File: src/design/sfcp_pkg.sv
`default_nettype none

package sfcp_pkg;

    localparam int SAMPLE_W   = 16;
    localparam int MAX_CH     = 4;
    localparam int CRC_W      = 16;
    localparam logic [CRC_W-1:0] CRC_INIT = 16'hFFFF;
    localparam logic [CRC_W-1:0] CRC_POLY = 16'hA001;

    typedef struct packed {
        logic [MAX_CH*SAMPLE_W-1:0] samples;
        logic [CRC_W-1:0]           crc;
    } item_t;

    // CRC-16/MODBUS, one byte, reflected, LSB first
    function automatic logic [CRC_W-1:0] crc_update(
        input logic [CRC_W-1:0] crc,
        input logic [7:0]       data
    );
        logic [CRC_W-1:0] c;
        c = crc ^ {8'h00, data};
        for (int i = 0; i < 8; i++)
        begin
            c = c[0] ? ((c >> 1) ^ CRC_POLY) : (c >> 1);
        end
        return c;
    endfunction

endpackage

`default_nettype wire

File: src/design/sfcp_crc_stage.sv
`default_nettype none

module sfcp_crc_stage #(
    parameter int BYTE_IDX = 0
) (
    input  wire               clk,
    input  wire               rst_n,
    input  wire               in_valid,
    output logic              in_ready,
    input  sfcp_pkg::item_t   in_item,
    output logic              out_valid,
    input  wire               out_ready,
    output sfcp_pkg::item_t   out_item
);

    logic            valid_reg;
    sfcp_pkg::item_t item_reg;
    sfcp_pkg::item_t item_next;

    assign in_ready  = !valid_reg || out_ready;
    assign out_valid = valid_reg;
    assign out_item  = item_reg;

    always_comb
    begin
        item_next.samples = in_item.samples;
        item_next.crc     = sfcp_pkg::crc_update(in_item.crc,
                                                 in_item.samples[BYTE_IDX*8 +: 8]);
    end

    always_ff @(posedge clk or negedge rst_n)
    begin
        if (!rst_n)
        begin
            valid_reg <= 1'b0;
        end
        else if (in_ready)
        begin
            valid_reg <= in_valid;
        end
    end

    always_ff @(posedge clk)
    begin
        if (in_valid && in_ready)
        begin
            item_reg <= item_next;
        end
    end

endmodule

`default_nettype wire

File: src/design/scope_frame_crc16_packer_core.sv
`default_nettype none

// Packs the first n 16-bit samples of one item into a frame of 2*n+2 bytes
// (n = CHANNELS clamped to 1..4): samples low byte first in channel order, then
// CRC-16/MODBUS low, high; tlast marks the final byte. The CRC runs through a
// pipeline of one register stage per data byte; an item passes through every stage
// and is then loaded into the output shift register. The single output byte port
// sets the sustained rate: while m_axis_tready stays high, frames go out back to
// back. Items are taken every cycle while the CRC pipeline has room.
module scope_frame_crc16_packer_core #(
    parameter int CHANNELS = 4
) (
    input  wire         clk,
    input  wire         rst_n,
    input  wire         s_axis_tvalid,
    output logic        s_axis_tready,
    input  wire  [63:0] s_axis_tdata,   // sample_a, sample_b, sample_c, sample_d
    output logic        m_axis_tvalid,
    input  wire         m_axis_tready,
    output logic [7:0]  m_axis_tdata,   // frame_byte
    output logic        m_axis_tlast    // last_byte
);

    localparam int N_USED    = (CHANNELS < 1) ? 1 :
                               ((CHANNELS > sfcp_pkg::MAX_CH) ? sfcp_pkg::MAX_CH : CHANNELS);
    localparam int N_BYTES   = 2 * N_USED;
    localparam int FRAME_LEN = N_BYTES + 2;
    localparam int FRAME_W   = FRAME_LEN * 8;
    localparam int CNT_W     = $clog2(FRAME_LEN);

    logic [N_BYTES:0] pipe_valid;
    logic [N_BYTES:0] pipe_ready;
    sfcp_pkg::item_t  pipe_item [0:N_BYTES];

    assign pipe_valid[0]        = s_axis_tvalid;
    assign s_axis_tready        = pipe_ready[0];
    assign pipe_item[0].samples = s_axis_tdata;
    assign pipe_item[0].crc     = sfcp_pkg::CRC_INIT;

    genvar g;
    generate
        for (g = 0; g < N_BYTES; g++)
        begin : g_crc
            sfcp_crc_stage #(
                .BYTE_IDX (g)
            ) u_stage (
                .clk       (clk),
                .rst_n     (rst_n),
                .in_valid  (pipe_valid[g]),
                .in_ready  (pipe_ready[g]),
                .in_item   (pipe_item[g]),
                .out_valid (pipe_valid[g+1]),
                .out_ready (pipe_ready[g+1]),
                .out_item  (pipe_item[g+1])
            );
        end
    endgenerate

    // output serialiser: shift register of the whole frame
    logic               out_valid_reg;
    logic [FRAME_W-1:0] frame_reg;
    logic [CNT_W-1:0]   cnt_reg;
    logic               last;
    logic               take;
    logic               load;

    assign last          = (cnt_reg == CNT_W'(FRAME_LEN - 1));
    assign take          = out_valid_reg && m_axis_tready;
    assign pipe_ready[N_BYTES] = !out_valid_reg || (take && last);
    assign load          = pipe_valid[N_BYTES] && pipe_ready[N_BYTES];

    assign m_axis_tvalid = out_valid_reg;
    assign m_axis_tdata  = frame_reg[7:0];
    assign m_axis_tlast  = last;

    always_ff @(posedge clk or negedge rst_n)
    begin
        if (!rst_n)
        begin
            out_valid_reg <= 1'b0;
            cnt_reg       <= '0;
        end
        else if (load)
        begin
            out_valid_reg <= 1'b1;
            cnt_reg       <= '0;
        end
        else if (take)
        begin
            out_valid_reg <= !last;
            cnt_reg       <= cnt_reg + CNT_W'(1);
        end
    end

    always_ff @(posedge clk)
    begin
        if (load)
        begin
            frame_reg <= {pipe_item[N_BYTES].crc,
                          pipe_item[N_BYTES].samples[N_BYTES*8-1:0]};
        end
        else if (take)
        begin
            frame_reg <= frame_reg >> 8;
        end
    end

`ifndef SYNTHESIS
    a_cnt_range: assert property (@(posedge clk) disable iff (!rst_n)
        out_valid_reg |-> (cnt_reg <= CNT_W'(FRAME_LEN - 1)))
        else $error("byte count beyond frame length");

    a_no_drop: assert property (@(posedge clk) disable iff (!rst_n)
        (take && !last) |=> out_valid_reg)
        else $error("frame cut short");

    a_cnt_step: assert property (@(posedge clk) disable iff (!rst_n)
        (take && !last) |=> (cnt_reg == $past(cnt_reg) + CNT_W'(1)))
        else $error("byte count skipped");

    a_load_start: assert property (@(posedge clk) disable iff (!rst_n)
        load |=> (out_valid_reg && (cnt_reg == '0)))
        else $error("frame load did not start at first byte");

    a_no_overwrite: assert property (@(posedge clk) disable iff (!rst_n)
        (out_valid_reg && !last) |-> !load)
        else $error("frame overwritten mid-way");
`endif

endmodule

`default_nettype wire
File: config.mk
export PLATFORM = sky130hd
export DESIGN_NAME = scope_frame_crc16_packer_core
export DESIGN_NICKNAME = d
export VERILOG_FILES = /design/src/design/sfcp_pkg.sv /design/src/design/sfcp_crc_stage.sv /design/src/design/scope_frame_crc16_packer_core.sv
export SDC_FILE = /design/constraint.sdc
export NUM_CORES = 1
export LEC_CHECK = 0
export ABC_AREA = 1
export BUFFER_PORTS_ARGS = -buffer_cell sky130_fd_sc_hd__buf_2
export CORE_MARGIN = 5
export CORE_UTILIZATION = 42
export DETAILED_ROUTE_END_ITERATION = 16
export GPL_ROUTABILITY_DRIVEN = 0
export SLEW_MARGIN = 20
export SYNTH_ARGS = -nofsm -noshare
export SYNTH_HDL_FRONTEND = slang
export SYNTH_SLANG_ARGS = --single-unit
File: constraint.sdc
create_clock -name clk -period 12 [get_ports clk]
set_clock_uncertainty 0.15 [all_clocks]
set_input_delay 2.4 -clock clk [delete_from_list [all_inputs] [get_ports clk]]
set_output_delay 2.4 -clock clk [all_outputs]
set_load 0.005 [all_outputs]
# --- Yosys cells after proc, flatten, opt, wreduce, memory -nomap -nowiden ---
# Cells that the tools add are included.
totals:
  in_bits: 68
  regBits: 733
  wordCells: 210
classes:
  n_addsub: 1
  n_reduce_logical: 31
  eq_ne: 1
  mux: 70
  n_bitwise: 72
op_table:
  columns: ["op", "n"]
  rows:
  - ["16-bit two-way mux", 56]
  - ["2-bit inverter with 3-bit output", 64]
  - ["80-bit two-way mux", 2]
  - ["14-bit two-way mux", 8]
  - ["16-bit by 8-bit XOR with 16-bit output", 7]
  - ["8-bit inverter with 16-bit output", 1]
  - ["1-bit logical AND", 11]
  - ["1-bit logical NOT", 10]
  - ["1-bit logical OR", 9]
  - ["4-bit two-way mux", 2]
  - ["4-bit by 1-bit adder with 4-bit output (second input constant)", 1]
  - ["4-bit equality test (second input constant)", 1]
  - ["1-bit two-way mux", 2]
  - ["2-bit nonzero test", 1]

# --- Longest topological paths before layout ---
# Gate-level depths: netlist (run 1).
depth:
  ltp_word: 17
  depth_mapped: 16

# --- Modules after synthesis ---
# Synthesis (run 1) repeated with hierarchy kept, for this count alone.
hier_totals:
  hier_cells: 1760
  hier_area_um2: 27995.6
by_module_without_submodules:
  columns: ["module", "instances", "cells_per_inst", "area_per_inst_um2"]
  rows:
  - ["sfcp_crc_stage", 8, 170, 2981.6]
  - ["scope_frame_crc16_packer_core", 1, 400, 4142.7]

# --- Worst setup path after synthesis (run 1) ---
# OpenSTA, ideal clock, no wires.
synth_timing:
  kind: "input to register"
  startpoint: "in m_axis_tready"
  endpoint: "reg g_crc[4].u_stage.item_reg (netlist bit g_crc[4].u_stage.out_item[0]) (enable)"
  path_buffers: 0
  setup_time_ns: 0.544
  path_slack_ns: 4.614
  cell_stages: 8
  t_arrival_ns: 6.692
  cell_sequence: "inv_1 nand2_1 nand2_1 nand2_1 nor2_1 inv_1 nor2_1 a21oi_1"
synth_via:
  elab_chain_cells: 8
synth_rtl:
  columns: ["item", "line_no", "text"]
  rows:
  - ["from (decl)", "scope_frame_crc16_packer_core.sv:19", "input wire m_axis_tready,"]
  - ["1-bit logical AND", "scope_frame_crc16_packer_core.sv:68", "assign take = out_valid_reg && m_axis_tready;"]
  - ["1-bit logical AND", "scope_frame_crc16_packer_core.sv:69", "assign pipe_ready[N_BYTES] = !out_valid_reg || (take && last);"]
  - ["1-bit logical OR", "scope_frame_crc16_packer_core.sv:69", null]
  - ["1-bit logical OR (4 in a row)", "sfcp_crc_stage.sv:20", "assign in_ready = !valid_reg || out_ready;"]
  - ["1-bit logical AND", "sfcp_crc_stage.sv:45", "if (in_valid && in_ready)"]
  - ["to (signal assigned)", "sfcp_crc_stage.sv:47", "item_reg <= item_next;"]
  - ["to (decl)", "sfcp_crc_stage.sv:17", "sfcp_pkg::item_t item_reg;"]
# Every way passes these cells.
# A chain may end at the register's enable or synchronous reset.

# --- Final worst setup path (run 1) ---
layout_timing:
  startpoint: "in m_axis_tready"
  endpoint: "out s_axis_tready"
layout_via:
  elab_chain_cells: 11
layout_rtl:
  columns: ["item", "line_no", "text"]
  rows:
  - ["1-bit logical AND", "scope_frame_crc16_packer_core.sv:68", null]
  - ["1-bit logical AND", "scope_frame_crc16_packer_core.sv:69", null]
  - ["1-bit logical OR", "scope_frame_crc16_packer_core.sv:69", null]
  - ["1-bit logical OR (8 in a row)", "sfcp_crc_stage.sv:20", null]
  - ["to (decl)", "scope_frame_crc16_packer_core.sv:16", "output logic s_axis_tready,"]
# Every way passes these cells.

==> results of run 1 <==
==> per-layer routing <==
layer  up-vias  global-route usage  share of wire
li1       4985                   -              -
met4         0              0.0431          0.022
met5         -                   0              0
met2       166               0.182           0.50
met1      4913               0.151           0.44
met3        51              0.0223          0.041
==> kinds of logic (layout without fill, tap and decap cells) <==
family,after synthesis,after routing,synth area share
flip-flops,727,727,0.872
adder cells (fa/ha/maj),2,2,0.00100
AND/OR/NAND/NOR,359,359,0.0591
buffers and inverters,82,271,0.0136
XOR/XNOR,139,139,0.0528
AO/OA/AOI/OAI,7,7,0.00145
==> worst reg2reg max path: cells and delay by family (launching register included) <==
family	cells	cell delay (ns)
compound gates	1	0.07
fa+ha+maj	1	0.21
buf+inv	4	0.59
flops	1	0.42
simple gates	10	1.64
==> cell usage in the layout (no fill, tap or decap), types with 2 or more instances in the layout <==
cell	count
clkinv_2	10
xnor2_1	77
nand3_1	29
nand2_2	19
dfrtp_1	13
xor2_2	5
bufinv_16	7
nand3_2	2
inv_2	9
nand3b_1	6
xor2_1	51
clkbuf_16	72
ha_1	2
clkinv_1	12
clkbuf_1	10
buf_2	78
inv_6	3
xnor3_1	3
nor2_1	16
clkinv_4	5
a21oi_1	2
clkbuf_8	3
or2_1	2
edfxtp_1	714
buf_4	10
nand2_1	282
inv_1	49
xnor2_2	3
a21oi_4	2
==> worst min path at each step <==
stage / slack [ns] / startpoint / end / depth (start not counted)
after floorplan: 0.25 / g_crc[0].u_stage.out_item[17] / g_crc[1].u_stage.out_item[17] / 0
after global placement: 0.25 / g_crc[3].u_stage.out_item[64] / g_crc[4].u_stage.out_item[64] / 0
after detailed placement: 0.25 / g_crc[0].u_stage.out_item[21] / g_crc[1].u_stage.out_item[21] / 0
after CTS: 0.25 / g_crc[6].u_stage.out_item[36] / g_crc[7].u_stage.out_item[36] / 0
after global routing: 0.26 / g_crc[2].u_stage.out_item[24] / g_crc[3].u_stage.out_item[24] / 0
final: 0.26 / g_crc[6].u_stage.out_item[36] / g_crc[7].u_stage.out_item[36] / 0
==> area by class of cell <==
| class | instances | area [µm²] |
|---|---|---|
| Fill cell | 4730 | 30300 |
| Sequential cell | 727 | 21800 |
| Multi-Input combinational cell | 507 | 2890 |
| Clock buffer | 85 | 1880 |
| Tap cell | 773 | 967 |
| Timing Repair Buffer | 89 | 477 |
| Clock inverter | 39 | 399 |
| Inverter | 58 | 218 |
==> power by group <==
| part | switching (mW) | internal [mW] | leakage, nW |
|---|---|---|---|
| logic | 1.24 | 0.638 | 2.18 |
| clock network | 0.871 | 1.27 | 1.12 |
| registers | 0.295 | 4.20 | 6.87 |
| total | 2.41 | 6.11 | 10.2 |
==> per-stage QoR <==
stage	total power, mW	cells	util	hold WS [ns]	worst slack (ns)
2_1_floorplan	5.91	1316	-	0.250	4.61
3_3_place_gp	6.37	2154	0.447	0.252	4.94
3_5_place_dp	6.47	2154	0.447	0.255	4.96
4_1_cts	8.64	2278	0.485	0.253	4.96
5_1_grt	9.01	2278	0.485	0.262	4.74
6_report	8.52	2278	0.485	0.256	5.02
==> flow_summary.ini, run 1 <==
[finish]
drive_gt1_frac = 0.155
area_delta_synth_final_pct = 14.6
fin_area_um2 = 28600
largest_register_ffs = 634
num_antenna_cells = 0
nets = 1522

[critical_path]
endpoint_kind = primary output
r2r_slack_ns = 8.47
path_depth = 14
worstPathRequired_ns = 9.45
cp.arrival_ns = 4.43
rr_worst_depth = 16
crit_family = simple AND/OR/NAND/NOR gates
cp.buffers_inverters = 4
worst-setup-path-type = input pin to primary output
cp_cell_sequence = buf_2 > inv_1 > nand2_1 > nand2_1 > nand2_1 > nor2_1 > inv_1 > nor2_1 > nand2_1 > nor2_1 > nand2_1 > nor2_1 > nand2_1 > buf_2
slowest_delay_ns = 0.31
crit_top_cell = nand2_1
critPathLaunchType = input pin
reg2reg_from = cnt_reg[0]
critPathMaxFanout = 3
rr_endpoint = g_crc[1].u_stage.out_item[39]
slowest_stage = nor2_1
crit_end = s_axis_tready
critical_path.startpoint = m_axis_tready

[floorplan]
ios = 79
die_x_um = 254
core_um2 = 58900
die-height_um = 254
initial_utilization = 0.424
fp-row-count = 89
design.die.area_um2 = 64400

[clocking]
clk_pin_slew_worst_paths_ns = 0.06
clockBufferDepth = 3
postCtsHoldBufs = 0
post-cts-setup-buffers = 0
cts_tree = yes
cts_buffers = 69
clk-insertion-delay-late_ns = 0.59
cts_resized = 0
ctsRootBufferMaster = clkbuf_16
clock-sinks = 727
htreeDepth = 3

[timing]
fmax_mhz = 143
maxSlewViolCount = 0
finalHoldViolations = 0
max-slew-margin-rel = 0.293
finalSetupTns_ns = 0
tightest_slew_ns = 1.06
grt_setup_unrepaired = false
fin_crit_ns = 6.98
finalCritPeriodShare = 0.582
setup_viol = 0

[min_path]
hold_path.class = register to register

[yosys]
yosysSeqAreaShare = 0.872
ys_types = 27
synth_top_area_cell = edfxtp_1
synthFlopType = edfxtp_1
async_flop_share = 0.0179
ys_seq_elements = 727
synth_edf_count = 714
synthesis.nets = 1386
synth_top_area_frac = 0.859
syn_area_per_cell_um2 = 19.0
ys_warn_count = 0
syn_inst = 1316
synth_area_leaders = edfxtp_1, nand2_1, xnor2_1
synth_area_um2 = 25000
synth.most_common_cell = edfxtp_1
synth_commonest_cells = edfxtp_1, nand2_1, xnor2_1

[routing]
routedWlPerCell_um = 15.4
drc = 0
via_count = 10100
vias_per_cell = 4.44
drtIter0Drc = 665
dr.pass1.iters = 4
ant_nets = 0
routed_wl_um = 35000

[grt]
grt.total_usage = 0.112
grt_max_degree = 87
overflow = 0
grt_pass1_vias = 10600
grt_pass1_wl_um = 57100
grt_antenna_before_repair = 0

[power_and_ir_drop]
cellPowerDensity_nw_per_um2 = 298
leakage_nw = 10.2
vdd_drop_max_mv = 0.214

[run]
maxCapViolCount = 0

[status]
status = complete, no violations

[placed_design]
port_buffers = 78
post-dp-hpwl_um = 21800
placed_area_um2 = 26300
Note: power is estimated with default switching activity, not from simulation.
==> run 2: changes to the inputs <==
==> constraint.sdc (replaced) <==
create_clock -name clk -period 6.2 [get_ports clk]
set_clock_uncertainty 0.15 [all_clocks]
set_input_delay 1.24 -clock clk [delete_from_list [all_inputs] [get_ports clk]]
set_output_delay 1.24 -clock clk [all_outputs]
set_load 0.005 [all_outputs]
==> run 2 against run 1 <==
Net effect:
- clock-buffer cell count rose by 8
- non-clock buffer count stayed put
- sequential share of layout area fell by 0.11 points
- utilization is 0.070 points higher
- register-to-register slack worse by 5.8 ns
- worst setup slack worse by 3.5 ns
- sequential power is 93% higher
- clock power up 97%
- design area is 0.14% higher
- via count is 2.3% lower
==> flow_summary.ini, run 2 (synthesized netlist as in run 1, its figures left out) <==
[run]
maxCapViolCount = 0

[critical_path]
cp.arrival_ns = 3.26
rr_worst_depth = 16
r2r_slack_ns = 2.68
worst-setup-path-type = input pin to primary output
reg2reg_from = cnt_reg[0]
slowest_delay_ns = 0.27
slowest_stage = nor2_1
endpoint_kind = primary output
crit_top_cell = nand2_1
crit_family = simple AND/OR/NAND/NOR gates
rr_endpoint = g_crc[1].u_stage.out_item[51]
worstPathRequired_ns = 4.81
cp_cell_sequence = buf_2 > inv_1 > nand2_1 > nand2_1 > nand2_1 > nor2_1 > inv_1 > nor2_1 > nand2_1 > nor2_1 > nand2_1 > nor2_1 > nand2_1 > buf_2
cp.buffers_inverters = 4
critPathMaxFanout = 3
critPathLaunchType = input pin

[status]
status = complete, no violations

[placed_design]
dp.cells = 2154
detailedPlace.worstSlack_ns = 1.55
placed_area_um2 = 26300
port_buffers = 78
post-dp-hpwl_um = 21700

[finish]
area_delta_synth_final_pct = 14.7
instances_no_fill = 2279
fin_area_um2 = 28600
drive_gt1_frac = 0.154
nets = 1523
num_antenna_cells = 0
layout_common_cells = edfxtp_1, nand2_1, buf_2, xnor2_1, clkbuf_16
layout_commonest_cell = edfxtp_1
largest_register_ffs = 634

[routing]
drtIter0Drc = 557
ant_nets = 0
dr.pass1.iters = 4
routedWlPerCell_um = 14.6
vias_per_cell = 4.33
via_count = 9879
routed_wl_um = 33200
drc = 0

[clocking]
clk-insertion-delay-late_ns = 0.59
clockBufferDepth = 3
ctsRootBufferMaster = clkbuf_16
cts_buffers = 70
cts_tree = yes
post-cts-setup-buffers = 0
postCtsHoldBufs = 0
clock-sinks = 727
cts_resized = 0
htreeDepth = 3
clk_pin_slew_worst_paths_ns = 0.06

[timing]
max-slew-margin-rel = 0.311
finalCritPeriodShare = 0.750
setup_slack_ns = 1.55
fin_crit_ns = 4.65
fmax_mhz = 215
setup_viol = 0
finalSetupTns_ns = 0
maxSlewViolCount = 0
finalHoldViolations = 0
tightest_slew_ns = 1.03
holdWs_ns = 0.254
grt_setup_unrepaired = false

[power_and_ir_drop]
vdd_drop_max_mv = 0.369
p_seq_frac = 0.528
leakage_nw = 10.2
cellPowerDensity_nw_per_um2 = 574
p_sw_frac = 0.276
clkPwrFrac = 0.256
p_sw_mw = 4.53
internal-power_mw = 11.9
p_comb_frac = 0.216

[grt]
grt_pass1_wl_um = 54200
grt.total_usage = 0.107
use_met3 = 0.0237
use_met1 = 0.144
grtUsageMet2 = 0.171
grt_busiest_layer = met2
grt_pass1_vias = 10200
grt_antenna_before_repair = 0
grt_max_degree = 81
overflow = 0

[floorplan]
design.die.area_um2 = 64400
core_um2 = 58900
fp-row-count = 89
ios = 79
die_x_um = 254
initial_utilization = 0.424
die-height_um = 254

[min_path]
hold_path_depth = 0
min_to = g_crc[7].u_stage.out_item[28]
hp-start = g_crc[6].u_stage.out_item[28]
hold_path.class = register to register
run 2: cell count changes in the layout (fill, tap and decap cells not counted), sizes merged:
cell / change
clkbuf: +8
clkinv: -7
bufinv: +1
inv: -1
run 2: worst max-delay path by stage:
stage,startpoint,end,slack [ns],depth (start not counted)
floorplan,m_axis_tready,g_crc[0].u_stage.out_item[0],0.006,12
global placement,m_axis_tready,s_axis_tready,1.53,14
detailed placement,m_axis_tready,s_axis_tready,1.55,14
CTS,m_axis_tready,s_axis_tready,1.53,14
global route,m_axis_tready,s_axis_tready,1.27,14
finish,m_axis_tready,s_axis_tready,1.55,14
run 2: per-stage QoR:
stage | util | total power, mW
floorplan | - | 11.4
global placement | 0.447 | 12.3
detailed placement | 0.447 | 12.4
CTS | 0.486 | 16.7
global route | 0.486 | 17.4
finish | 0.486 | 16.4
run 2: final cells by class:
type,count,area [µm²]
multi-input cells,507,2890
clock inverters,32,370
inverters,58,220
well taps,773,967
repair buffers,89,473
clock buffers,93,1950
fillers,4770,30300
flip-flops and latches,727,21800
run 2: routing by layer:
layer | routed length (µm) | vias up | share of wire
li1 | - | 4995 | -
met3 | 1370 | 54 | 0.041
met1 | 14800 | 4680 | 0.45
met2 | 16200 | 150 | 0.49
met5 | 0 | - | 0
met4 | 763 | 0 | 0.023
run 2: power groups by stage:
stage | combinational, mW | sequential [mW] | clock (mW)
2_1_floorplan | 2.80 | 8.62 | 0
3_3_place_gp | 3.50 | 8.77 | 0
3_5_place_dp | 3.63 | 8.82 | 0
4_1_cts | 3.64 | 8.72 | 4.35
5_1_grt | 4.00 | 8.86 | 4.55
6_report | 3.55 | 8.68 | 4.21
